[src/rtl/cpts_pkg.sv]
// Shared types, constants and helpers of the counter/priority task scheduler.
`default_nettype none

package cpts_pkg;

   // Default number of task slots.
   localparam int NUM_TASKS_DEF = 64;

   // Operation codes carried by req_op; codes five to seven do nothing.
   typedef enum logic [2:0] {
      OP_TICK  = 3'd0,
      OP_YIELD = 3'd1,
      OP_WRITE = 3'd2,
      OP_RAISE = 3'd3,
      OP_LOWER = 3'd4
   } op_type;

   // Saturation limits of the time counter and the preemption count.
   localparam logic signed [10:0] CNT_MIN = 11'b100_0000_0000;
   localparam logic signed [10:0] CNT_MAX = 11'b011_1111_1111;
   localparam logic [3:0]         PRE_MAX = 4'hF;

   // Sequencer states.
   typedef enum logic [2:0] {
      ST_IDLE,
      ST_MODIFY,
      ST_SCAN,
      ST_READ,
      ST_RESP
   } state_type;

   // One task slot as it is kept in the slot memory.
   typedef struct packed {
      logic              present;
      logic              runnable;
      logic [7:0]        prio;
      logic signed [10:0] counter;
      logic [3:0]        preempt;
   } slot_entry_type;

   // Contents of a slot that has not been written since reset.
   function automatic slot_entry_type reset_entry(input logic is_slot0);
      slot_entry_type e;
      e.present  = is_slot0;
      e.runnable = is_slot0;
      e.prio     = 8'd1;
      e.counter  = '0;
      e.preempt  = '0;
      return e;
   endfunction

endpackage : cpts_pkg

`default_nettype wire

[src/rtl/cpts_slot_mem.sv]
// Slot memory of the scheduler: one write port, one registered read port, reset by valid bits.
`default_nettype none

module cpts_slot_mem #(
   parameter int  NUM_TASKS = cpts_pkg::NUM_TASKS_DEF,
   localparam int IDX_W     = (NUM_TASKS > 1) ? $clog2(NUM_TASKS) : 1
) (
   input  wire logic                     clock,
   input  wire logic                     reset,
   input  wire logic [IDX_W-1:0]         rd_addr,
   output      cpts_pkg::slot_entry_type rd_data,
   input  wire logic                     wr_en,
   input  wire logic [IDX_W-1:0]         wr_addr,
   input  wire cpts_pkg::slot_entry_type wr_data
);
   import cpts_pkg::*;

   slot_entry_type             slot_mem_ff [NUM_TASKS];
   logic [NUM_TASKS-1:0]       vld_ff;
   slot_entry_type             rd_data_ff;
   logic                       rd_vld_ff;
   logic                       rd_zero_ff;

   // Memory array: write port and registered read port.
   always_ff @(posedge clock) begin
      if (wr_en) begin
         slot_mem_ff[wr_addr] <= wr_data;
      end
      rd_data_ff <= slot_mem_ff[rd_addr];
      rd_zero_ff <= (rd_addr == '0);
   end

   // Valid bits: an entry never written since reset reads as its reset contents.
   always_ff @(posedge clock) begin
      if (reset) begin
         vld_ff    <= '0;
         rd_vld_ff <= 1'b0;
      end else begin
         if (wr_en) begin
            vld_ff[wr_addr] <= 1'b1;
         end
         rd_vld_ff <= vld_ff[rd_addr];
      end
   end

   assign rd_data = rd_vld_ff ? rd_data_ff : reset_entry(rd_zero_ff);

endmodule : cpts_slot_mem

`default_nettype wire

[src/rtl/counter_priority_task_scheduler_top.sv]
// Top level of the counter/priority task scheduler: sequencer, selection scan and result register.
//
//   Channel   Ports                               Transfer
//   request   start, busy, req_*                  start high while busy is low
//   response  rsp_strobe, rsp_*                   rsp_strobe high for one cycle
//
// An item runs through modify, read and response; a reschedule adds a scan
// of the slot memory, and a second scan when that pass recharges. The single
// read port of the slot memory sets the scan length: each scan reads one slot
// a cycle. Reset is synchronous and clears the sequencer and the slot valid
// bits at once, so no clearing pass is needed. The receiver cannot stall; the
// result register frees busy in the cycle the result is shown.
`default_nettype none

module counter_priority_task_scheduler_top #(
   parameter int NUM_TASKS = cpts_pkg::NUM_TASKS_DEF
) (
   input  wire logic               clock,
   input  wire logic               reset,
   input  wire logic               start,
   output      logic               busy,
   input  wire logic [2:0]         req_op,
   input  wire logic [5:0]         req_slot,
   input  wire logic               req_present,
   input  wire logic               req_runnable,
   input  wire logic [7:0]         req_priority_req,
   input  wire logic signed [10:0] req_counter_value,
   output      logic               rsp_strobe,
   output      logic [5:0]         rsp_current_task,
   output      logic               rsp_switched,
   output      logic               rsp_rescheduled,
   output      logic               rsp_recharged,
   output      logic signed [10:0] rsp_current_counter,
   output      logic [3:0]         rsp_current_preempt
);
   import cpts_pkg::*;

   localparam int             IDX_W   = (NUM_TASKS > 1) ? $clog2(NUM_TASKS) : 1;
   localparam logic [IDX_W:0] NUM_CNT = (IDX_W+1)'(NUM_TASKS);
   localparam logic signed [11:0] SUM_MAX = 12'sd1023;
   localparam logic signed [11:0] SUM_MIN = -12'sd1024;

   state_type          state_ff, state_in;
   logic [2:0]         op_ff, op_in;
   logic [5:0]         slot_ff, slot_in;
   logic               pres_ff, pres_in;
   logic               run_ff, run_in;
   logic [7:0]         prio_ff, prio_in;
   logic signed [10:0] cval_ff, cval_in;
   logic [IDX_W-1:0]   cur_ff, cur_in;
   logic               resched_ff, resched_in;
   logic               recharge_ff, recharge_in;
   logic               switched_ff, switched_in;
   logic [IDX_W:0]     scan_cnt_ff, scan_cnt_in;
   logic               sample_ff, sample_in;
   logic [IDX_W-1:0]   rd_idx_ff;
   logic signed [10:0] best_ff, best_in;
   logic [IDX_W-1:0]   pick_ff, pick_in;

   logic               rsp_strobe_ff, rsp_strobe_in;
   logic [5:0]         rsp_task_ff, rsp_task_in;
   logic               rsp_sw_ff, rsp_sw_in;
   logic               rsp_rs_ff, rsp_rs_in;
   logic               rsp_rc_ff, rsp_rc_in;
   logic signed [10:0] rsp_cnt_ff, rsp_cnt_in;
   logic [3:0]         rsp_pre_ff, rsp_pre_in;

   logic [IDX_W-1:0]   rd_addr;
   slot_entry_type     rd_data;
   logic               wr_en;
   logic [IDX_W-1:0]   wr_addr;
   slot_entry_type     wr_data;

   logic signed [10:0] ent_cnt;
   logic signed [10:0] cnt_dec;
   logic signed [10:0] cnt_half;
   logic signed [11:0] rch_sum;
   logic signed [10:0] rch_cnt;
   logic signed [10:0] scan_cnt_val;
   logic               tick_resched;
   logic               slot_ok;
   logic [IDX_W-1:0]   slot_idx;

   cpts_slot_mem #(
      .NUM_TASKS (NUM_TASKS)
   ) u_slot_mem (
      .clock   (clock),
      .reset   (reset),
      .rd_addr (rd_addr),
      .rd_data (rd_data),
      .wr_en   (wr_en),
      .wr_addr (wr_addr),
      .wr_data (wr_data)
   );

   // Arithmetic on the slot that was read last cycle.
   always_comb begin
      ent_cnt      = rd_data.counter;
      cnt_dec      = (ent_cnt == CNT_MIN) ? CNT_MIN : ent_cnt - 11'sd1;
      tick_resched = !((cnt_dec > 11'sd0) || (rd_data.preempt != '0));
      cnt_half     = ent_cnt >>> 1;
      rch_sum      = $signed({cnt_half[10], cnt_half}) + $signed({4'b0000, rd_data.prio});
      if (rch_sum > SUM_MAX) begin
         rch_cnt = CNT_MAX;
      end else if (rch_sum < SUM_MIN) begin
         rch_cnt = CNT_MIN;
      end else begin
         rch_cnt = rch_sum[10:0];
      end
      scan_cnt_val = recharge_ff ? rch_cnt : ent_cnt;
      slot_ok      = (int'(slot_ff) < NUM_TASKS);
      slot_idx     = IDX_W'(slot_ff);
   end

   // Sequencer: next state, memory accesses and result.
   always_comb begin
      state_in      = state_ff;
      op_in         = op_ff;
      slot_in       = slot_ff;
      pres_in       = pres_ff;
      run_in        = run_ff;
      prio_in       = prio_ff;
      cval_in       = cval_ff;
      cur_in        = cur_ff;
      resched_in    = resched_ff;
      recharge_in   = recharge_ff;
      switched_in   = switched_ff;
      scan_cnt_in   = scan_cnt_ff;
      sample_in     = 1'b0;
      best_in       = best_ff;
      pick_in       = pick_ff;
      rsp_strobe_in = 1'b0;
      rsp_task_in   = rsp_task_ff;
      rsp_sw_in     = rsp_sw_ff;
      rsp_rs_in     = rsp_rs_ff;
      rsp_rc_in     = rsp_rc_ff;
      rsp_cnt_in    = rsp_cnt_ff;
      rsp_pre_in    = rsp_pre_ff;
      rd_addr       = cur_ff;
      wr_en         = 1'b0;
      wr_addr       = cur_ff;
      wr_data       = rd_data;

      case (state_ff)
         ST_IDLE: begin
            // Read the slot that the operation modifies.
            if (req_op == OP_WRITE) begin
               rd_addr = IDX_W'(req_slot);
            end
            if (start) begin
               op_in       = req_op;
               slot_in     = req_slot;
               pres_in     = req_present;
               run_in      = req_runnable;
               prio_in     = req_priority_req;
               cval_in     = req_counter_value;
               resched_in  = 1'b0;
               recharge_in = 1'b0;
               switched_in = 1'b0;
               state_in    = ST_MODIFY;
            end
         end

         ST_MODIFY: begin
            // Write back the modified slot; a reschedule starts a scan.
            state_in    = ST_READ;
            scan_cnt_in = '0;
            best_in     = -11'sd1;
            pick_in     = '0;
            case (op_ff)
               OP_TICK: begin
                  wr_en           = 1'b1;
                  wr_data.counter = tick_resched ? 11'sd0 : cnt_dec;
                  if (tick_resched) begin
                     resched_in = 1'b1;
                     state_in   = ST_SCAN;
                  end
               end
               OP_YIELD: begin
                  wr_en           = 1'b1;
                  wr_data.counter = 11'sd0;
                  resched_in      = 1'b1;
                  state_in        = ST_SCAN;
               end
               OP_WRITE: begin
                  wr_en            = slot_ok;
                  wr_addr          = slot_idx;
                  wr_data.present  = pres_ff;
                  wr_data.runnable = run_ff;
                  wr_data.prio     = (prio_ff == '0) ? 8'd1 : prio_ff;
                  wr_data.counter  = cval_ff;
               end
               OP_RAISE: begin
                  wr_en = 1'b1;
                  if (rd_data.preempt != PRE_MAX) begin
                     wr_data.preempt = rd_data.preempt + 4'd1;
                  end
               end
               OP_LOWER: begin
                  wr_en = 1'b1;
                  if (rd_data.preempt != '0) begin
                     wr_data.preempt = rd_data.preempt - 4'd1;
                  end
               end
               default: begin
                  wr_en = 1'b0;
               end
            endcase
         end

         ST_SCAN: begin
            // Issue one slot read per cycle.
            rd_addr = scan_cnt_ff[IDX_W-1:0];
            if (scan_cnt_ff != NUM_CNT) begin
               scan_cnt_in = scan_cnt_ff + 1'b1;
               sample_in   = 1'b1;
            end
            // Evaluate the slot read last cycle; the recharge pass writes it back.
            if (sample_ff) begin
               if (recharge_ff && rd_data.present) begin
                  wr_en           = 1'b1;
                  wr_addr         = rd_idx_ff;
                  wr_data.counter = rch_cnt;
               end
               if (rd_data.present && rd_data.runnable && (scan_cnt_val > best_ff)) begin
                  best_in = scan_cnt_val;
                  pick_in = rd_idx_ff;
               end
            end
            // End of a pass: recharge once if the best counter is zero.
            if ((scan_cnt_ff == NUM_CNT) && !sample_ff) begin
               if (!recharge_ff && (best_ff == 11'sd0)) begin
                  recharge_in = 1'b1;
                  scan_cnt_in = '0;
                  best_in     = -11'sd1;
                  pick_in     = '0;
               end else begin
                  cur_in      = pick_ff;
                  switched_in = (pick_ff != cur_ff);
                  state_in    = ST_READ;
               end
            end
         end

         ST_READ: begin
            rd_addr  = cur_ff;
            state_in = ST_RESP;
         end

         ST_RESP: begin
            // Load the result register from the current slot.
            rsp_strobe_in = 1'b1;
            rsp_task_in   = 6'(cur_ff);
            rsp_sw_in     = switched_ff;
            rsp_rs_in     = resched_ff;
            rsp_rc_in     = recharge_ff;
            rsp_cnt_in    = rd_data.counter;
            rsp_pre_in    = rd_data.preempt;
            state_in      = ST_IDLE;
         end

         default: begin
            state_in = ST_IDLE;
         end
      endcase
   end

   // Control registers.
   always_ff @(posedge clock) begin
      if (reset) begin
         state_ff      <= ST_IDLE;
         cur_ff        <= '0;
         sample_ff     <= 1'b0;
         rsp_strobe_ff <= 1'b0;
      end else begin
         state_ff      <= state_in;
         cur_ff        <= cur_in;
         sample_ff     <= sample_in;
         rsp_strobe_ff <= rsp_strobe_in;
      end
   end

   // Request, scan and result payload registers.
   always_ff @(posedge clock) begin
      op_ff       <= op_in;
      slot_ff     <= slot_in;
      pres_ff     <= pres_in;
      run_ff      <= run_in;
      prio_ff     <= prio_in;
      cval_ff     <= cval_in;
      resched_ff  <= resched_in;
      recharge_ff <= recharge_in;
      switched_ff <= switched_in;
      scan_cnt_ff <= scan_cnt_in;
      rd_idx_ff   <= rd_addr;
      best_ff     <= best_in;
      pick_ff     <= pick_in;
      rsp_task_ff <= rsp_task_in;
      rsp_sw_ff   <= rsp_sw_in;
      rsp_rs_ff   <= rsp_rs_in;
      rsp_rc_ff   <= rsp_rc_in;
      rsp_cnt_ff  <= rsp_cnt_in;
      rsp_pre_ff  <= rsp_pre_in;
   end

   assign busy                = (state_ff != ST_IDLE);
   assign rsp_strobe          = rsp_strobe_ff;
   assign rsp_current_task    = rsp_task_ff;
   assign rsp_switched        = rsp_sw_ff;
   assign rsp_rescheduled     = rsp_rs_ff;
   assign rsp_recharged       = rsp_rc_ff;
   assign rsp_current_counter = rsp_cnt_ff;
   assign rsp_current_preempt = rsp_pre_ff;

   // A result follows only from the response state.
   a_strobe_from_resp: assert property (@(posedge clock) disable iff (reset)
      rsp_strobe |-> ($past(state_ff) == ST_RESP))
      else $error("result strobe without response state");

   // Switch and recharge are only reported with a selection pass.
   a_flags_need_resched: assert property (@(posedge clock) disable iff (reset)
      (rsp_strobe && (rsp_switched || rsp_recharged)) |-> rsp_rescheduled)
      else $error("switch or recharge reported without a selection pass");

   // The current slot index stays within the slot table.
   a_cur_in_range: assert property (@(posedge clock) disable iff (reset)
      (int'(cur_ff) < NUM_TASKS))
      else $error("current slot index out of range");

   // An accepted transfer makes the block busy in the next cycle.
   a_accept_busy: assert property (@(posedge clock) disable iff (reset)
      (start && !busy) |=> busy)
      else $error("accepted transfer did not start work");

endmodule : counter_priority_task_scheduler_top

`default_nettype wire

[config.mk]
export PLATFORM = sky130hd
export DESIGN_NAME = counter_priority_task_scheduler_top
export DESIGN_NICKNAME = d
export VERILOG_FILES = /design/src/rtl/cpts_pkg.sv /design/src/rtl/cpts_slot_mem.sv /design/src/rtl/counter_priority_task_scheduler_top.sv
export SDC_FILE = /design/constraint.sdc
export NUM_CORES = 2
export LEC_CHECK = 0
export BUFFER_PORTS_ARGS = -buffer_cell sky130_fd_sc_hd__buf_2
export CORE_MARGIN = 2
export CORE_UTILIZATION = 35
export DETAILED_ROUTE_END_ITERATION = 12
export GPL_TIMING_DRIVEN = 0
export SLEW_MARGIN = 40
export SYNTH_ARGS = -nofsm -noshare
export SYNTH_HDL_FRONTEND = slang
export SYNTH_SLANG_ARGS = --single-unit
[constraint.sdc]
create_clock -name clock -period 8.8 [get_ports clock]
set_input_delay 0 -clock clock [delete_from_list [all_inputs] [get_ports clock]]
set_output_delay 0 -clock clock [all_outputs]
set_load 0.01 [all_outputs]
==> results.yml <==
timing:
  slew_viol_final: 0
  tightestPinTransition_ns: 0.9817
  hold_viol: 0
  tns_ns: 0
  skew_ns: 0.05548
  fin_crit_ns: 7.141
  finalSetupViolations: 0
  fmax_mhz: 140.0
  timing.final.crit_share_pct: 81.15
  hold_ws_ns: 0.1829
  relSlewSlack_pct: 34.55
  rsz0062_at_grt: "false"
routing:
  drc: 0
  wl_um: 261300
  first_iter_violations: 7614
  wl_per_cell_um: 30.67
  viasPerCell: 5.819
  dr.pass1.iters: 6
  ant_nets: 0
  vias: 49570
worst_setup_path:
  r2r_setup_slack_ns: 1.66
  cp_data_required_time_ns: 9.33
  r2r_start: "u_slot_mem.rd_vld_ff"
  rr_endpoint: "pick_ff[1]"
  worst_ep_arrival_time_ns: 7.67
  endpoint_kind: "flip-flop"
  reg2regPathDepth: 25
  critPathMaxFanout: 10
  critPathLaunchType: "flip-flop"
  path_class: "flip-flop to flip-flop"
  cp-startpoint: "u_slot_mem.rd_vld_ff"
placement:
  dpl_cell_area_um2: 78900
  gp_congestion: 1.028
  numPortBuffers: 58
  hpwl_um: 187300
  placed_cells: 8122
pwr:
  p_per_area_nw_per_um2: 307.1
  power_leakage_uw: 0.02938
  ir_drop_uv: 246.5
clocking:
  cts_resized: 0
  cts_sinks: 1789
  cts_root_buf: "clkbuf_16"
  tritoncts: "done"
  numCtsBuffers: 181
  clockBufferDepth: 3
  worstSkewPairLatency_ns: 0.85
  htree_levels: 4
  clk_pin_slew_ns: 0.06
  cts_setup_buffers: 0
layout:
  final_util_pct: 41.70
  drive_gt1_share_pct: 12.55
  syn2layout_area_growth_pct: 18.60
  final_cell_area_um2: 85140
  final_nets: 5743
  layout.cells.non_filler: 8519
global_route:
  grt_first_pass_wirelength_um: 360700
  grt_pass1_vias: 46690
  overflow: 0
  antenna_found_initial: 14
  grt_max_degree: 65
  grt_use_total_pct: 24.41
floorplanning:
  dieArea_um2: 208800
  num_io_pins: 59
  num_rows: 166
  initial_core_util_pct: 35.16
  die_height_um: 456.9
  dieWidth_um: 456.9
  coreArea_um2: 204200
logic_synthesis:
  ys_types: 75
  postSynthCellCount: 5236
  ys_seq_elements: 1789
  synth_edf_count: 1681
  yosys_warnings: 0
  synth_area_leaders: "edfxtp_1 (70%), nand2_1 (5.4%), dfxtp_1 (3.0%), mux2i_1 (2.7%), a211oi_1 (2.0%)"
  synth_nets: 5294
  ys.flop_type: "edfxtp_1"
  synth_top_area_share_pct: 70.31
  synthArstFlopShare_pct: 0
  syn_area_per_cell_um2: 13.71
  syn_area_um2: 71790
  ys_seq_area_share_pct: 73.33
  synth_top_area_cell: "edfxtp_1"
worst_hold_path:
  holdPathEnd: "u_slot_mem.rd_vld_ff"
  hold_path.startpoint: "reset"
  min_path_type: "input port to flip-flop"
  min_path_cells: 4
status:
  status: "finished, final reports clean"
flow_run:
  drv_cap: 0
## worst max path at each step
stage / endpoint / slack [ns] / cells after the start
6_report: pick_ff[1] / 1.66 / 25
5_1_grt: pick_ff[1] / 1.10 / 25
4_1_cts: pick_ff[1] / 1.74 / 25
3_5_place_dp: pick_ff[1] / 1.77 / 25
3_3_place_gp: u_slot_mem.slot_mem_ff[10][13] / -4.55 / 13
2_1_floorplan: u_slot_mem.slot_mem_ff[0][13] / 2.74 / 13
## routing by layer
metal	track usage, %	wire length (um)	vias up	part of all wire (%)
met5	0	37	-	0.014
met1	33.05	102700	24700	39
met3	6.369	31370	626	12
met2	35.31	109700	3252	42
met4	14.23	17490	6	6.7
li1	-	-	20990	-
## registers in the layout (all words and copies together) (netlist names), 3 cells and up
name / flops
scan_cnt_ff: 7
cval_ff: 11
rsp_current_counter: 11
rsp_current_task: 6
best_ff: 11
op_ff: 3
state_ff: 3
prio_ff: 8
rd_idx_ff: 6
pick_ff: 6
cur_ff: 6
u_slot_mem.slot_mem_ff: 1600
u_slot_mem.vld_ff: 64
u_slot_mem.rd_data_ff: 25
rsp_current_preempt: 4
slot_ff: 6
## through the flow
stage               power, uW  setup slack [ns]
finish                  26150             1.659
global route            26680             1.105
CTS                     25820             1.737
detailed placement      18580             1.770
global placement        18260            -4.546
floorplan               14300             2.740
## cells in the final DEF (no fill, tap or decap), drive strengths merged, types with 108 or more instances in the layout
cell    instances
and3          203
a211oi        191
o21ai         109
a31oi         140
nor2          214
clkbuf        470
buf           334
mux2i         191
a21oi         265
dfxtp         108
nand2        1024
edfxtp       1681
## repair_timing
action	in CTS	in global routing
endpoints found under the setup margin	0	0
endpoints found under the hold margin	78	0
hold buffers	63	0
## cells in the mapped netlist (17+ instances only)
master / instances
nor4_1: 64
o21a_1: 24
a221o_1: 23
o211a_1: 18
a21oi_1: 265
nand3_1: 89
o22ai_1: 22
ha_1: 25
a2111oi_0: 25
xnor2_1: 17
nor3_1: 30
and2_1: 17
a211oi_1: 191
buf_1: 61
clkbuf_1: 231
a311oi_1: 101
nand2_1: 1024
buf_2: 71
a32oi_1: 30
o41ai_1: 19
and3_1: 203
dfxtp_1: 108
a31oi_1: 140
inv_1: 41
a221oi_1: 61
nor2_1: 212
mux2i_1: 191
edfxtp_1: 1681
o21ai_0: 96
## area by class of cell
cell class / count / area (um2)
clock inverters: 91 / 733.2
plain buffers: 368 / 1589
well taps: 2688 / 3363
multi-input cells: 3035 / 18400
inverters: 44 / 165.2
diodes: 5 / 12.51
clock buffers: 233 / 4798
flip-flops and latches: 1789 / 52640
repair buffers: 266 / 3442
fillers: 18440 / 119000
## report_power, final
| group | leakage (uW) | switching, uW | total (uW) | internal (uW) |
|---|---|---|---|---|
| Sequential | 0.0163 | 166 | 10500 | 10300 |
| Clock | 0.00267 | 3340 | 7320 | 3980 |
| Combinational | 0.0104 | 6420 | 8350 | 1930 |
## worst max-delay path: stages (launching register included)
cell and delay (ns):
dfxtp_1 0.44, clkbuf_1 0.41, clkbuf_1 0.49, buf_1 0.49, clkbuf_1 0.36, nand2b_1 0.16
ha_1 0.24, ha_1 0.20, a31oi_1 0.23, o21bai_1 0.11, a21oi_1 0.28, o21ai_0 0.27
o31a_1 0.34, a21oi_1 0.25, nand2_1 0.12, o21ai_0 0.15, ha_1 0.19, a21oi_1 0.07
o211ai_1 0.23, inv_1 0.07, a21oi_1 0.18, o21a_1 0.14, clkbuf_1 0.45, clkbuf_1 0.66
mux2i_1 0.26, nor2_1 0.06
## cell families (layout without fill, tap and decap cells)
| kind of cell | count (synthesis) | count (layout) | synth area share [%] |
|---|---|---|---|
| DFF | 1789 | 1789 | 73.33 |
| and+or+nand+nor | 1680 | 1680 | 10.18 |
| buffers and inverters | 412 | 1002 | 2.304 |
| other | 0 | 5 | 0 |
| adders and majority gates | 26 | 26 | 0.4497 |
| xor gates and xnor gates | 24 | 24 | 0.2928 |
| AOI/OAI and AO/OA | 1105 | 1105 | 10.64 |
| muxes | 200 | 200 | 2.804 |
Note: power is estimated with default switching activity, not from simulation.
